### src/hdl/yuyvp_pkg.sv
// Shared constants, register codes and a helper function for the YUYV packed-to-planar splitter.
package yuyvp_pkg;

  localparam int MAX_WIDTH_DEF  = 1024;
  localparam int MAX_HEIGHT_DEF = 1024;

  localparam int WORD_W     = 32;
  localparam int BYTE_W     = 8;
  localparam int LUMA_IDX_W = 20;
  localparam int CHROMA_IDX_W = 19;

  localparam int CFG_INDEX_W = 2;
  localparam int CFG_DATA_W  = 11;
  localparam int SIZE_W      = 13;

  localparam logic [CFG_DATA_W-1:0] WIDTH_RESET  = CFG_DATA_W'(352);
  localparam logic [CFG_DATA_W-1:0] HEIGHT_RESET = CFG_DATA_W'(288);

  typedef enum logic [CFG_INDEX_W-1:0] {
    REG_CHROMA_MODE  = 2'd0,
    REG_FRAME_WIDTH  = 2'd1,
    REG_FRAME_HEIGHT = 2'd2
  } cfg_reg_t;

  // Clamp a size to [2, maxv] and round it down to even.
  function automatic logic [SIZE_W-1:0] even_clamp(logic [CFG_DATA_W-1:0] v,
                                                   logic [SIZE_W-1:0] maxv);
    logic [SIZE_W-1:0] c;
    c = SIZE_W'(v);
    if (c > maxv) begin
      c = maxv;
    end
    c[0] = 1'b0;
    if (c < SIZE_W'(2)) begin
      c = SIZE_W'(2);
    end
    return c;
  endfunction

endpackage

### src/hdl/yuyvp_if.sv
// Channel interfaces: packed word input, planar result output and register writes.
interface yuyvp_word_if;
  logic                            valid;
  logic                            ready;
  logic [yuyvp_pkg::WORD_W-1:0]    packed_word;

  modport source (output valid, output packed_word, input ready);
  modport sink   (input valid, input packed_word, output ready);
endinterface

interface yuyvp_planar_if;
  logic                                  valid;
  logic                                  ready;
  logic [yuyvp_pkg::LUMA_IDX_W-1:0]      luma_index;
  logic [yuyvp_pkg::BYTE_W-1:0]          luma_first;
  logic [yuyvp_pkg::BYTE_W-1:0]          luma_second;
  logic                                  chroma_write;
  logic [yuyvp_pkg::CHROMA_IDX_W-1:0]    chroma_index;
  logic [yuyvp_pkg::BYTE_W-1:0]          chroma_u;
  logic [yuyvp_pkg::BYTE_W-1:0]          chroma_v;
  logic                                  frame_end;

  modport source (output valid, output luma_index, output luma_first, output luma_second,
                  output chroma_write, output chroma_index, output chroma_u,
                  output chroma_v, output frame_end, input ready);
  modport sink   (input valid, input luma_index, input luma_first, input luma_second,
                  input chroma_write, input chroma_index, input chroma_u,
                  input chroma_v, input frame_end, output ready);
endinterface

interface yuyvp_csr_if;
  logic                               valid;
  logic                               ready;
  logic [yuyvp_pkg::CFG_INDEX_W-1:0]  index;
  logic [yuyvp_pkg::CFG_DATA_W-1:0]   data;

  modport source (output valid, output index, output data, input ready);
  modport sink   (input valid, input index, input data, output ready);
endinterface

### src/hdl/yuyvp_cfg.sv
// Configuration registers; frame sizes are clamped and stored in counter form when written.
module yuyvp_cfg #(
  parameter int MAX_WIDTH  = yuyvp_pkg::MAX_WIDTH_DEF,
  parameter int MAX_HEIGHT = yuyvp_pkg::MAX_HEIGHT_DEF,
  localparam int PAIR_W    = $clog2(MAX_WIDTH / 2 + 1),
  localparam int ROWS_W    = $clog2(MAX_HEIGHT + 1)
) (
  input  logic              clk,
  input  logic              rst,
  yuyvp_csr_if.sink         csr,
  output logic              chroma_mode,
  output logic [PAIR_W-1:0] pairs,
  output logic [ROWS_W-1:0] rows
);

  localparam logic [yuyvp_pkg::SIZE_W-1:0] WMAX = yuyvp_pkg::SIZE_W'(MAX_WIDTH);
  localparam logic [yuyvp_pkg::SIZE_W-1:0] HMAX = yuyvp_pkg::SIZE_W'(MAX_HEIGHT);

  logic [yuyvp_pkg::SIZE_W-1:0] width_clamped;
  logic [yuyvp_pkg::SIZE_W-1:0] height_clamped;
  logic [yuyvp_pkg::SIZE_W-1:0] width_reset;
  logic [yuyvp_pkg::SIZE_W-1:0] height_reset;

  assign csr.ready = 1'b1;

  assign width_clamped  = yuyvp_pkg::even_clamp(csr.data, WMAX);
  assign height_clamped = yuyvp_pkg::even_clamp(csr.data, HMAX);
  assign width_reset    = yuyvp_pkg::even_clamp(yuyvp_pkg::WIDTH_RESET, WMAX);
  assign height_reset   = yuyvp_pkg::even_clamp(yuyvp_pkg::HEIGHT_RESET, HMAX);

  always_ff @(posedge clk) begin
    if (rst) begin
      chroma_mode <= 1'b0;
      pairs       <= PAIR_W'(width_reset >> 1);
      rows        <= ROWS_W'(height_reset);
    end else if (csr.valid && csr.ready) begin
      unique case (csr.index)
        yuyvp_pkg::REG_CHROMA_MODE:  chroma_mode <= csr.data[0];
        yuyvp_pkg::REG_FRAME_WIDTH:  pairs       <= PAIR_W'(width_clamped >> 1);
        yuyvp_pkg::REG_FRAME_HEIGHT: rows        <= ROWS_W'(height_clamped);
        default: begin
          // Writes beyond the register list are dropped.
        end
      endcase
    end
  end

endmodule

### src/hdl/yuyv_packed_to_planar.sv
// Top level: splits packed YUYV words into luma and chroma plane writes.
//
//  Channel  Role         Beat contents
//  -------  -----------  --------------------------------------------------------
//  yuyv     input        packed_word: Y0, U, Y1, V
//  planar   output       luma index and bytes, chroma write/index/U/V, frame_end
//  csr      config write index (chroma_mode, frame_width, frame_height), data
//
// One word per cycle: each accepted word appears in the output register on the next cycle.
// The only work between registers is the row and frame end compares and the index adders.
// A new word is taken whenever the output register is empty or is being emptied.
// Synchronous reset clears the counters, the output valid and the registers to defaults.
// While the output is stalled, yuyv.ready stays low and the result holds.
module yuyv_packed_to_planar #(
  parameter int MAX_WIDTH  = yuyvp_pkg::MAX_WIDTH_DEF,
  parameter int MAX_HEIGHT = yuyvp_pkg::MAX_HEIGHT_DEF
) (
  input  logic            clk,
  input  logic            rst,
  yuyvp_word_if.sink      yuyv,
  yuyvp_planar_if.source  planar,
  yuyvp_csr_if.sink       csr
);

  localparam int PAIR_W = $clog2(MAX_WIDTH / 2 + 1);
  localparam int ROWS_W = $clog2(MAX_HEIGHT + 1);
  localparam int COL_W  = (MAX_WIDTH / 2 > 1) ? $clog2(MAX_WIDTH / 2) : 1;
  localparam int ROW_W  = (MAX_HEIGHT > 1) ? $clog2(MAX_HEIGHT) : 1;
  localparam int CCMP_W = ((COL_W > PAIR_W) ? COL_W : PAIR_W) + 1;
  localparam int RCMP_W = ((ROW_W > ROWS_W) ? ROW_W : ROWS_W) + 1;

  logic              chroma_mode;
  logic [PAIR_W-1:0] pairs;
  logic [ROWS_W-1:0] rows;

  logic [COL_W-1:0]                      column_pairs;
  logic [ROW_W-1:0]                      row_count;
  logic [yuyvp_pkg::LUMA_IDX_W-1:0]      luma_position;
  logic [yuyvp_pkg::CHROMA_IDX_W-1:0]    chroma_position;

  logic accept;
  logic store_chroma;
  logic row_last;
  logic frame_last;

  yuyvp_cfg #(
    .MAX_WIDTH  (MAX_WIDTH),
    .MAX_HEIGHT (MAX_HEIGHT)
  ) u_cfg (
    .clk         (clk),
    .rst         (rst),
    .csr         (csr),
    .chroma_mode (chroma_mode),
    .pairs       (pairs),
    .rows        (rows)
  );

  assign yuyv.ready = !planar.valid || planar.ready;
  assign accept     = yuyv.valid && yuyv.ready;

  assign store_chroma = !chroma_mode || !row_count[0];
  assign row_last     = (CCMP_W'(column_pairs) + CCMP_W'(1)) >= CCMP_W'(pairs);
  assign frame_last   = row_last && ((RCMP_W'(row_count) + RCMP_W'(1)) >= RCMP_W'(rows));

  // Frame position counters.
  always_ff @(posedge clk) begin
    if (rst) begin
      column_pairs    <= '0;
      row_count       <= '0;
      luma_position   <= '0;
      chroma_position <= '0;
    end else if (accept) begin
      if (frame_last) begin
        column_pairs    <= '0;
        row_count       <= '0;
        luma_position   <= '0;
        chroma_position <= '0;
      end else begin
        luma_position <= luma_position + yuyvp_pkg::LUMA_IDX_W'(2);
        if (store_chroma) begin
          chroma_position <= chroma_position + yuyvp_pkg::CHROMA_IDX_W'(1);
        end
        if (row_last) begin
          column_pairs <= '0;
          row_count    <= row_count + ROW_W'(1);
        end else begin
          column_pairs <= column_pairs + COL_W'(1);
        end
      end
    end
  end

  // Output register.
  always_ff @(posedge clk) begin
    if (rst) begin
      planar.valid <= 1'b0;
    end else if (accept) begin
      planar.valid <= 1'b1;
    end else if (planar.ready) begin
      planar.valid <= 1'b0;
    end
  end

  always_ff @(posedge clk) begin
    if (accept) begin
      planar.luma_index   <= luma_position;
      planar.luma_first   <= yuyv.packed_word[7:0];
      planar.luma_second  <= yuyv.packed_word[23:16];
      planar.chroma_write <= store_chroma;
      planar.chroma_index <= chroma_position;
      planar.chroma_u     <= yuyv.packed_word[15:8];
      planar.chroma_v     <= yuyv.packed_word[31:24];
      planar.frame_end    <= frame_last;
    end
  end

endmodule

### src/flat_wrapper.sv
// flat-port wrapper written by rule: the top's interface ports become plain ports
module yuyv_packed_to_planar_flat 
#(
  parameter int MAX_WIDTH  = yuyvp_pkg::MAX_WIDTH_DEF,
  parameter int MAX_HEIGHT = yuyvp_pkg::MAX_HEIGHT_DEF
)
  (clk, rst, yuyv_valid, yuyv_packed_word, yuyv_ready, planar_valid, planar_luma_index, planar_luma_first, planar_luma_second, planar_chroma_write, planar_chroma_index, planar_chroma_u, planar_chroma_v, planar_frame_end, planar_ready, csr_valid, csr_index, csr_data, csr_ready);
  yuyvp_word_if yuyv_i ();
  yuyvp_planar_if planar_i ();
  yuyvp_csr_if csr_i ();
  input  logic clk;
  input  logic rst;
  input wire logic [$bits(yuyv_i.valid)-1:0] yuyv_valid;
  input wire logic [$bits(yuyv_i.packed_word)-1:0] yuyv_packed_word;
  output wire logic [$bits(yuyv_i.ready)-1:0] yuyv_ready;
  output wire logic [$bits(planar_i.valid)-1:0] planar_valid;
  output wire logic [$bits(planar_i.luma_index)-1:0] planar_luma_index;
  output wire logic [$bits(planar_i.luma_first)-1:0] planar_luma_first;
  output wire logic [$bits(planar_i.luma_second)-1:0] planar_luma_second;
  output wire logic [$bits(planar_i.chroma_write)-1:0] planar_chroma_write;
  output wire logic [$bits(planar_i.chroma_index)-1:0] planar_chroma_index;
  output wire logic [$bits(planar_i.chroma_u)-1:0] planar_chroma_u;
  output wire logic [$bits(planar_i.chroma_v)-1:0] planar_chroma_v;
  output wire logic [$bits(planar_i.frame_end)-1:0] planar_frame_end;
  input wire logic [$bits(planar_i.ready)-1:0] planar_ready;
  input wire logic [$bits(csr_i.valid)-1:0] csr_valid;
  input wire logic [$bits(csr_i.index)-1:0] csr_index;
  input wire logic [$bits(csr_i.data)-1:0] csr_data;
  output wire logic [$bits(csr_i.ready)-1:0] csr_ready;
  assign yuyv_i.valid = yuyv_valid;
  assign yuyv_i.packed_word = yuyv_packed_word;
  assign yuyv_ready = yuyv_i.ready;
  assign planar_valid = planar_i.valid;
  assign planar_luma_index = planar_i.luma_index;
  assign planar_luma_first = planar_i.luma_first;
  assign planar_luma_second = planar_i.luma_second;
  assign planar_chroma_write = planar_i.chroma_write;
  assign planar_chroma_index = planar_i.chroma_index;
  assign planar_chroma_u = planar_i.chroma_u;
  assign planar_chroma_v = planar_i.chroma_v;
  assign planar_frame_end = planar_i.frame_end;
  assign planar_i.ready = planar_ready;
  assign csr_i.valid = csr_valid;
  assign csr_i.index = csr_index;
  assign csr_i.data = csr_data;
  assign csr_ready = csr_i.ready;
  yuyv_packed_to_planar #(.MAX_WIDTH(MAX_WIDTH), .MAX_HEIGHT(MAX_HEIGHT)) u_core (.clk(clk), .rst(rst), .yuyv(yuyv_i), .planar(planar_i), .csr(csr_i));
endmodule
### config.mk
export PLATFORM = sky130hd
export DESIGN_NAME = yuyv_packed_to_planar_flat
export DESIGN_NICKNAME = d
export VERILOG_FILES = /design/src/hdl/yuyvp_pkg.sv /design/src/hdl/yuyvp_if.sv /design/src/hdl/yuyvp_cfg.sv /design/src/hdl/yuyv_packed_to_planar.sv /design/src/flat_wrapper.sv
export SDC_FILE = /design/constraint.sdc
export NUM_CORES = 1
export LEC_CHECK = 0
export BUFFER_PORTS_ARGS = -buffer_cell sky130_fd_sc_hd__buf_4
export CAP_MARGIN = 0
export CORE_UTILIZATION = 45
export DETAILED_ROUTE_END_ITERATION = 12
export MAX_ROUTING_LAYER = met4
export PLACE_DENSITY = 0.67
export SYNTH_ARGS = -nofsm -noshare
export SYNTH_HDL_FRONTEND = slang
export SYNTH_SLANG_ARGS = --single-unit
### constraint.sdc
create_clock -name clk -period 4.5 [get_ports clk]
set_input_delay 0.225 -clock clk [delete_from_list [all_inputs] [get_ports clk]]
set_output_delay 0.225 -clock clk [all_outputs]
set_load 0.05 [all_outputs]
# Yosys cells after proc, flatten, opt, wreduce, memory -nomap -nowiden
# Index checks and enable logic that the tools add are counted.
# totals
reg_bits	154
out_inout_bits	76
# classes
add_sub_neg	6
order_cmp	4
n_eq_ne	2
mux	11
n_reduce_logical	16
# op_table
op	count
two-way mux 19 bit	2
two-way mux 11 bit	2
adder 20 x 2 -> 20 bit (second input constant)	1
two-way mux 10 bit	2
two-way mux 20 bit	1
adder 19 x 1 -> 19 bit (second input constant)	1
two-way mux 9 bit	2
< comparator 13 x 2 -> 1 bit (second input constant)	1
greater-or-equal comparator 12 x 11 -> 1 bit	1
adder 10 x 1 -> 11 bit (second input constant)	1
greater-or-equal comparator 11 x 10 -> 1 bit	1
> comparator 11 bit (second input constant)	1
adder 10 x 1 -> 10 bit (second input constant)	1
adder 9 x 1 -> 10 bit (second input constant)	1
AND reduction 2 bit	5
adder 9 x 1 -> 9 bit (second input constant)	1
nonzero test 2 bit	3
logical NOT 1 bit	3
== test 2 x 1 -> 1 bit (second input constant)	1
== test 2 bit (second input constant)	1
logical AND 1 bit	2
logical NOT 2 bit	1
logical OR 1 bit	2
two-way mux 1 bit	2

# Longest topological paths before layout
# depth
word_depth	5
depth_mapped	14

# By module
# A second synthesis with hierarchy kept.
# hier_totals
hier_cells	592
area_unflattened_um2	6517.5
# modules_own_cells
mod	instances	cells_per_inst	area_per_inst_um2
yuyv_packed_to_planar	1	488	5632.9
yuyvp_cfg	1	104	884.6

# Least setup slack after synthesis
# No wires, ideal clock.
# synth_path
path_type	register to register
start	register u_core.planar.valid
end	register u_core.row_count[2]
setup_time_ps	128
t_arrival_ps	4177
required_time_ps	4372
path_slack_ps	196
stages_incl_launch_ff	8
path_buffers	1
synth_period_minus_slack_ps	4304
cell_sequence	dfxtp_1 nand2b_1 nand2_1 inv_1 clkbuf_1 o221ai_1 a2bb2oi_1 nor2_1
# synth_via
elab_chain_len	4
# synth_rtl
item	line_no	rtl
from (decl)	yuyvp_if.sv:23	modport source (output valid, output luma_index, output luma_first, output luma_second,
from (signal assigned)	yuyv_packed_to_planar.sv:96	planar.valid <= 1'b0;
from (signal assigned)	yuyv_packed_to_planar.sv:98	planar.valid <= 1'b1;
from (signal assigned)	yuyv_packed_to_planar.sv:100	planar.valid <= 1'b0;
logical NOT 1 bit	yuyv_packed_to_planar.sv:58	assign yuyv.ready = !planar.valid || planar.ready;
logical OR 1 bit	yuyv_packed_to_planar.sv:58	
net yuyv_ready	flat_wrapper.sv:15	output wire logic [$bits(yuyv_i.ready)-1:0] yuyv_ready;
logical AND 1 bit	yuyv_packed_to_planar.sv:59	assign accept = yuyv.valid && yuyv.ready;
net u_core.accept	yuyv_packed_to_planar.sv:41	logic accept;
AND reduction 2 bit (no source line)	--	
to (signal assigned)	yuyv_packed_to_planar.sv:85	row_count <= row_count + ROW_W'(1);
to (decl)	yuyv_packed_to_planar.sv:37	logic [ROW_W-1:0] row_count;
# The timed path passes the listed nets, and every way through them passes these cells.
# A chain may end at the register's enable or synchronous reset.

# Worst setup path after layout
# layout_path
start	register u_core.column_pairs[0]
end	register u_core.chroma_position[0] (netlist bit)
# layout_via
elab_chain_len	5
# layout_rtl
item	line_no	rtl
from (decl)	yuyv_packed_to_planar.sv:36	logic [COL_W-1:0] column_pairs;
from (signal assigned)	yuyv_packed_to_planar.sv:87	column_pairs <= column_pairs + COL_W'(1);
adder 9 x 1 -> 10 bit *	yuyv_packed_to_planar.sv:62	assign row_last = (CCMP_W'(column_pairs) + CCMP_W'(1)) >= CCMP_W'(pairs);
greater-or-equal comparator 11 x 10 -> 1 bit *	yuyv_packed_to_planar.sv:62	
logical AND 1 bit *	yuyv_packed_to_planar.sv:63	assign frame_last = row_last && ((RCMP_W'(row_count) + RCMP_W'(1)) >= RCMP_W'(rows));
net u_core.frame_last	yuyv_packed_to_planar.sv:44	logic frame_last;
nonzero test 2 bit (no source line)	--	
AND reduction 2 bit (no source line)	--	
to (signal assigned)	yuyv_packed_to_planar.sv:81	chroma_position <= chroma_position + yuyvp_pkg::CHROMA_IDX_W'(1);
to (decl)	yuyv_packed_to_planar.sv:39	logic [yuyvp_pkg::CHROMA_IDX_W-1:0] chroma_position;
# The timed path passes the listed nets; every way through them passes the cells marked *.

==> flow_summary.toml <==
[outcome]
outcome = "complete, no violations"

[synth]
yosysTopAreaCell = "edfxtp_1"
yosys.area_share.simple_pct = 18.0
ys_async_sr_fraction_pct = 0
synth-seq-cells = 151
synth_edf_count = 72
synth-xor-area-share_pct = 4.52
synthFlopType = "dfxtp_1"
synth_top_area_share_pct = 32.8
synthCells = 607
synthMuxAreaShare_pct = 3.65
synth_area_um2 = 6590
syn-num-nets = 681
synth_compound_area_share_pct = 8.83
yosysSeqAreaShare_pct = 56.8
syn_avg_cell_area_um2 = 10.9
ys_top_cells_by_area = "edfxtp_1 (33%), dfxtp_1 (24%), ha_1 (4.6%)"
yosysUniqueCellTypes = 50
synth_warnings = 0
synth_top_family_by_area = "simple AND/OR/NAND/NOR gates"
synthAdderAreaFrac_pct = 4.56

[cells_and_area]
area_delta_synth_final_pct = 29.4
final_common_cell = "buf_4"
num-fill-cells = 1123
antennaDiodeCount = 0
drive_above_1_share_pct = 23.5
nets = 830
fin_cells = 949
final_cell_mix = "buf_4 (127), dfxtp_1 (79), edfxtp_1 (72)"

[sta]
fin_crit_sh_pct = 82.2
period_minus_slack_ns = 3.70
hold_viol = 0
fin_skew_ns = 0.00899
max_freq_ghz = 0.270
rsz0062_at_grt = "false"
fin_tns_setup_ns = 0
slew_violations = 0
finalSetupViolCount = 0
tightestPinTransition_ns = 0.958
maxSlewHeadroom_pct = 36.1

[detailed_routing]
ant_nets = 0
drt_iter0_markers = 357
drc = 0
num_vias = 5048
wire_per_inst_um = 15.4
firstDrtPassIters = 5
via_per_inst = 5.32
wirelength_mm = 14.6

[clock_network]
post_cts_buffers = 0
clk_latency_ns = 0.42
numCtsBuffers = 17
cts-root-buf = "clkbuf_16"
cts_tree = "built"
cts.path.max_buffers = 2
cts.htree.levels = 4
cts_sinks = 151
clkTransAtPathRegs_ns = 0.06

[worst_hold_path]
whs_endpoint = "u_core.u_cfg.chroma_mode"
hp-class = "in2reg"
worstHoldStart = "csr_data[0]"
hold-path-cell-count = 3

[global_routing]
grt_max_degree = 78
antenna_found_initial = 0
overflow = 0
grt_usage_pct = 20.2
grt_pass1_wl_mm = 22.9
first_global_vias = 4815

[place]
dp_hpwl_mm = 9.69
place_congestion = 0.815
placed_cells = 885
port-buffer-count = 123

[setup_path]
startpoint_type = "flip-flop"
reg2reg_to = "u_core.chroma_position[0]"
end_kind = "flip-flop"
cp_slowest_cell = "o21ai_4"
rrSetupSlack_ns = 0.80
crit_type = "reg2reg"
rr_worst_depth = 13
r2r_start = "u_core.column_pairs[0]"
path_cells = "ha_1 > and3_1 > and3_1 > nand3_1 > xnor2_1 > ha_1 > a21o_1 > a21oi_2 > o31ai_4 > o21ai_4 > inv_6 > or4_1 > a31oi_1"
critPathArrivalTime_ns = 4.03
crit_required_ns = 4.83
worstPathMaxFanout = 19
critPathMaxStageDelay_ns = 0.53

[pwr]
power_w = 0.00318
powerDensity_nw_per_um2 = 373
p_leak_nw = 3.47
irDropWorstVdd_mv = 0.232

[floorplanning]
initial_core_util_pct = 46.7
die_w_um = 123
ios = 126
coreArea_um2 = 14100
die_h_um = 123
dieArea_um2 = 15100
rows = 43

[run]
drv_cap = 0
-- power by group --
| part | total [W] | leakage (nW) | internal (W) | switching [W] |
|---|---|---|---|---|
| combinational | 0.000336 | 1.87 | 0.000115 | 0.000222 |
| clock | 0.00134 | 0.259 | 0.000770 | 0.000567 |
| sequential | 0.00151 | 1.35 | 0.00149 | 0.0000200 |
-- worst max-delay path, delay by kind of cell (launching register included) --
kind	cells	cell delay, ns
AOI/OAI and AO/OA	5	1.30
xor gates and xnor gates	1	0.21
adders and majority gates	2	0.53
buffers and inverters	1	0.07
DFF	1	0.38
and+or+nand+nor	4	1.12
-- kinds of logic after synthesis --
group           count (synthesis)
simple gates                  226
buf+inv                        56
other cells                     2
mux                            22
flops                         151
fa+ha+maj                      24
compound gates                 92
xor+xnor                       34
-- routing by layer --
metal	share of wire (%)	track usage (%)	vias up
met5	0	-	-
met4	1.2	6.70	0
met3	5.8	5.17	16
met2	48	33.8	169
met1	45	23.7	2385
li1	-	-	2478
-- state kept, by name (all words and copies together) (netlist names), 8 cells and up --
register                    count
u_core.planar.chroma_u          8
u_core.chroma_position         19
u_core.u_cfg.pairs             10
u_core.planar.luma_first        8
u_core.u_cfg.rows              10
u_core.planar.luma_index       19
u_core.planar.chroma_v          8
u_core.planar.chroma_index     19
u_core.planar.luma_second       8
u_core.column_pairs             9
u_core.luma_position           19
u_core.row_count               10
-- cell usage after synthesis, drive strengths merged, types with 4 or more instances --
cell,number
buf,9
nor3b,23
clkbuf,20
nand2,33
o21ai,18
inv,27
edfxtp,72
dfxtp,79
nand4,10
a21oi,47
a211o,6
nor2,56
nand3b,9
xor2,26
xnor2,8
mux2i,6
nand2b,7
ha,24
nor3,30
or4,4
nand3,26
and3,14
mux2,16
-- stage by stage --
step / instance area [um^2] / setup slack, ns / util [%] / hold slack, ns
after CTS: 8520 / 0.837 / 60.4 / 0.0474
after global placement: 7640 / 0.985 / 54.2 / 0.404
after global routing: 8520 / 0.554 / 60.4 / 0.0563
final: 8520 / 0.799 / 60.4 / 0.0632
after detailed placement: 7640 / 0.852 / 54.2 / 0.405
after floorplan: 6590 / 0.196 / - / 0.324
-- area by class of cell --
type                    instances  area [um^2]  share of cell area, %
clock buffers                  20          437                   5.12
clock inverters                12          124                   1.45
inverters                      27          108                   1.26
multi-input cells             400         2610                   30.6
flip-flops and latches        151         3740                   43.9
well taps                     180          225                   2.64
repair buffers                159         1270                   14.9
-- worst max path at each step --
stage,endpoint,depth (start not counted),slack (ns),startpoint
2_1_floorplan,u_core.row_count[2],7,0.20,u_core.planar.valid
3_3_place_gp,u_core.luma_position[13],13,0.98,u_core.column_pairs[0]
3_5_place_dp,u_core.row_count[8],13,0.85,u_core.column_pairs[0]
4_1_cts,u_core.luma_position[8],13,0.84,u_core.column_pairs[0]
5_1_grt,u_core.row_count[8],13,0.55,u_core.column_pairs[0]
6_report,u_core.chroma_position[0],13,0.80,u_core.column_pairs[0]
-- what timing repair did --
action / CTS / global route
gates resized for setup: 0 / 0
setup endpoints to repair: 0 / 0
hold buffers: 32 / 0
hold endpoints to repair: 32 / 0
Power figures use the tool's default switching activity.
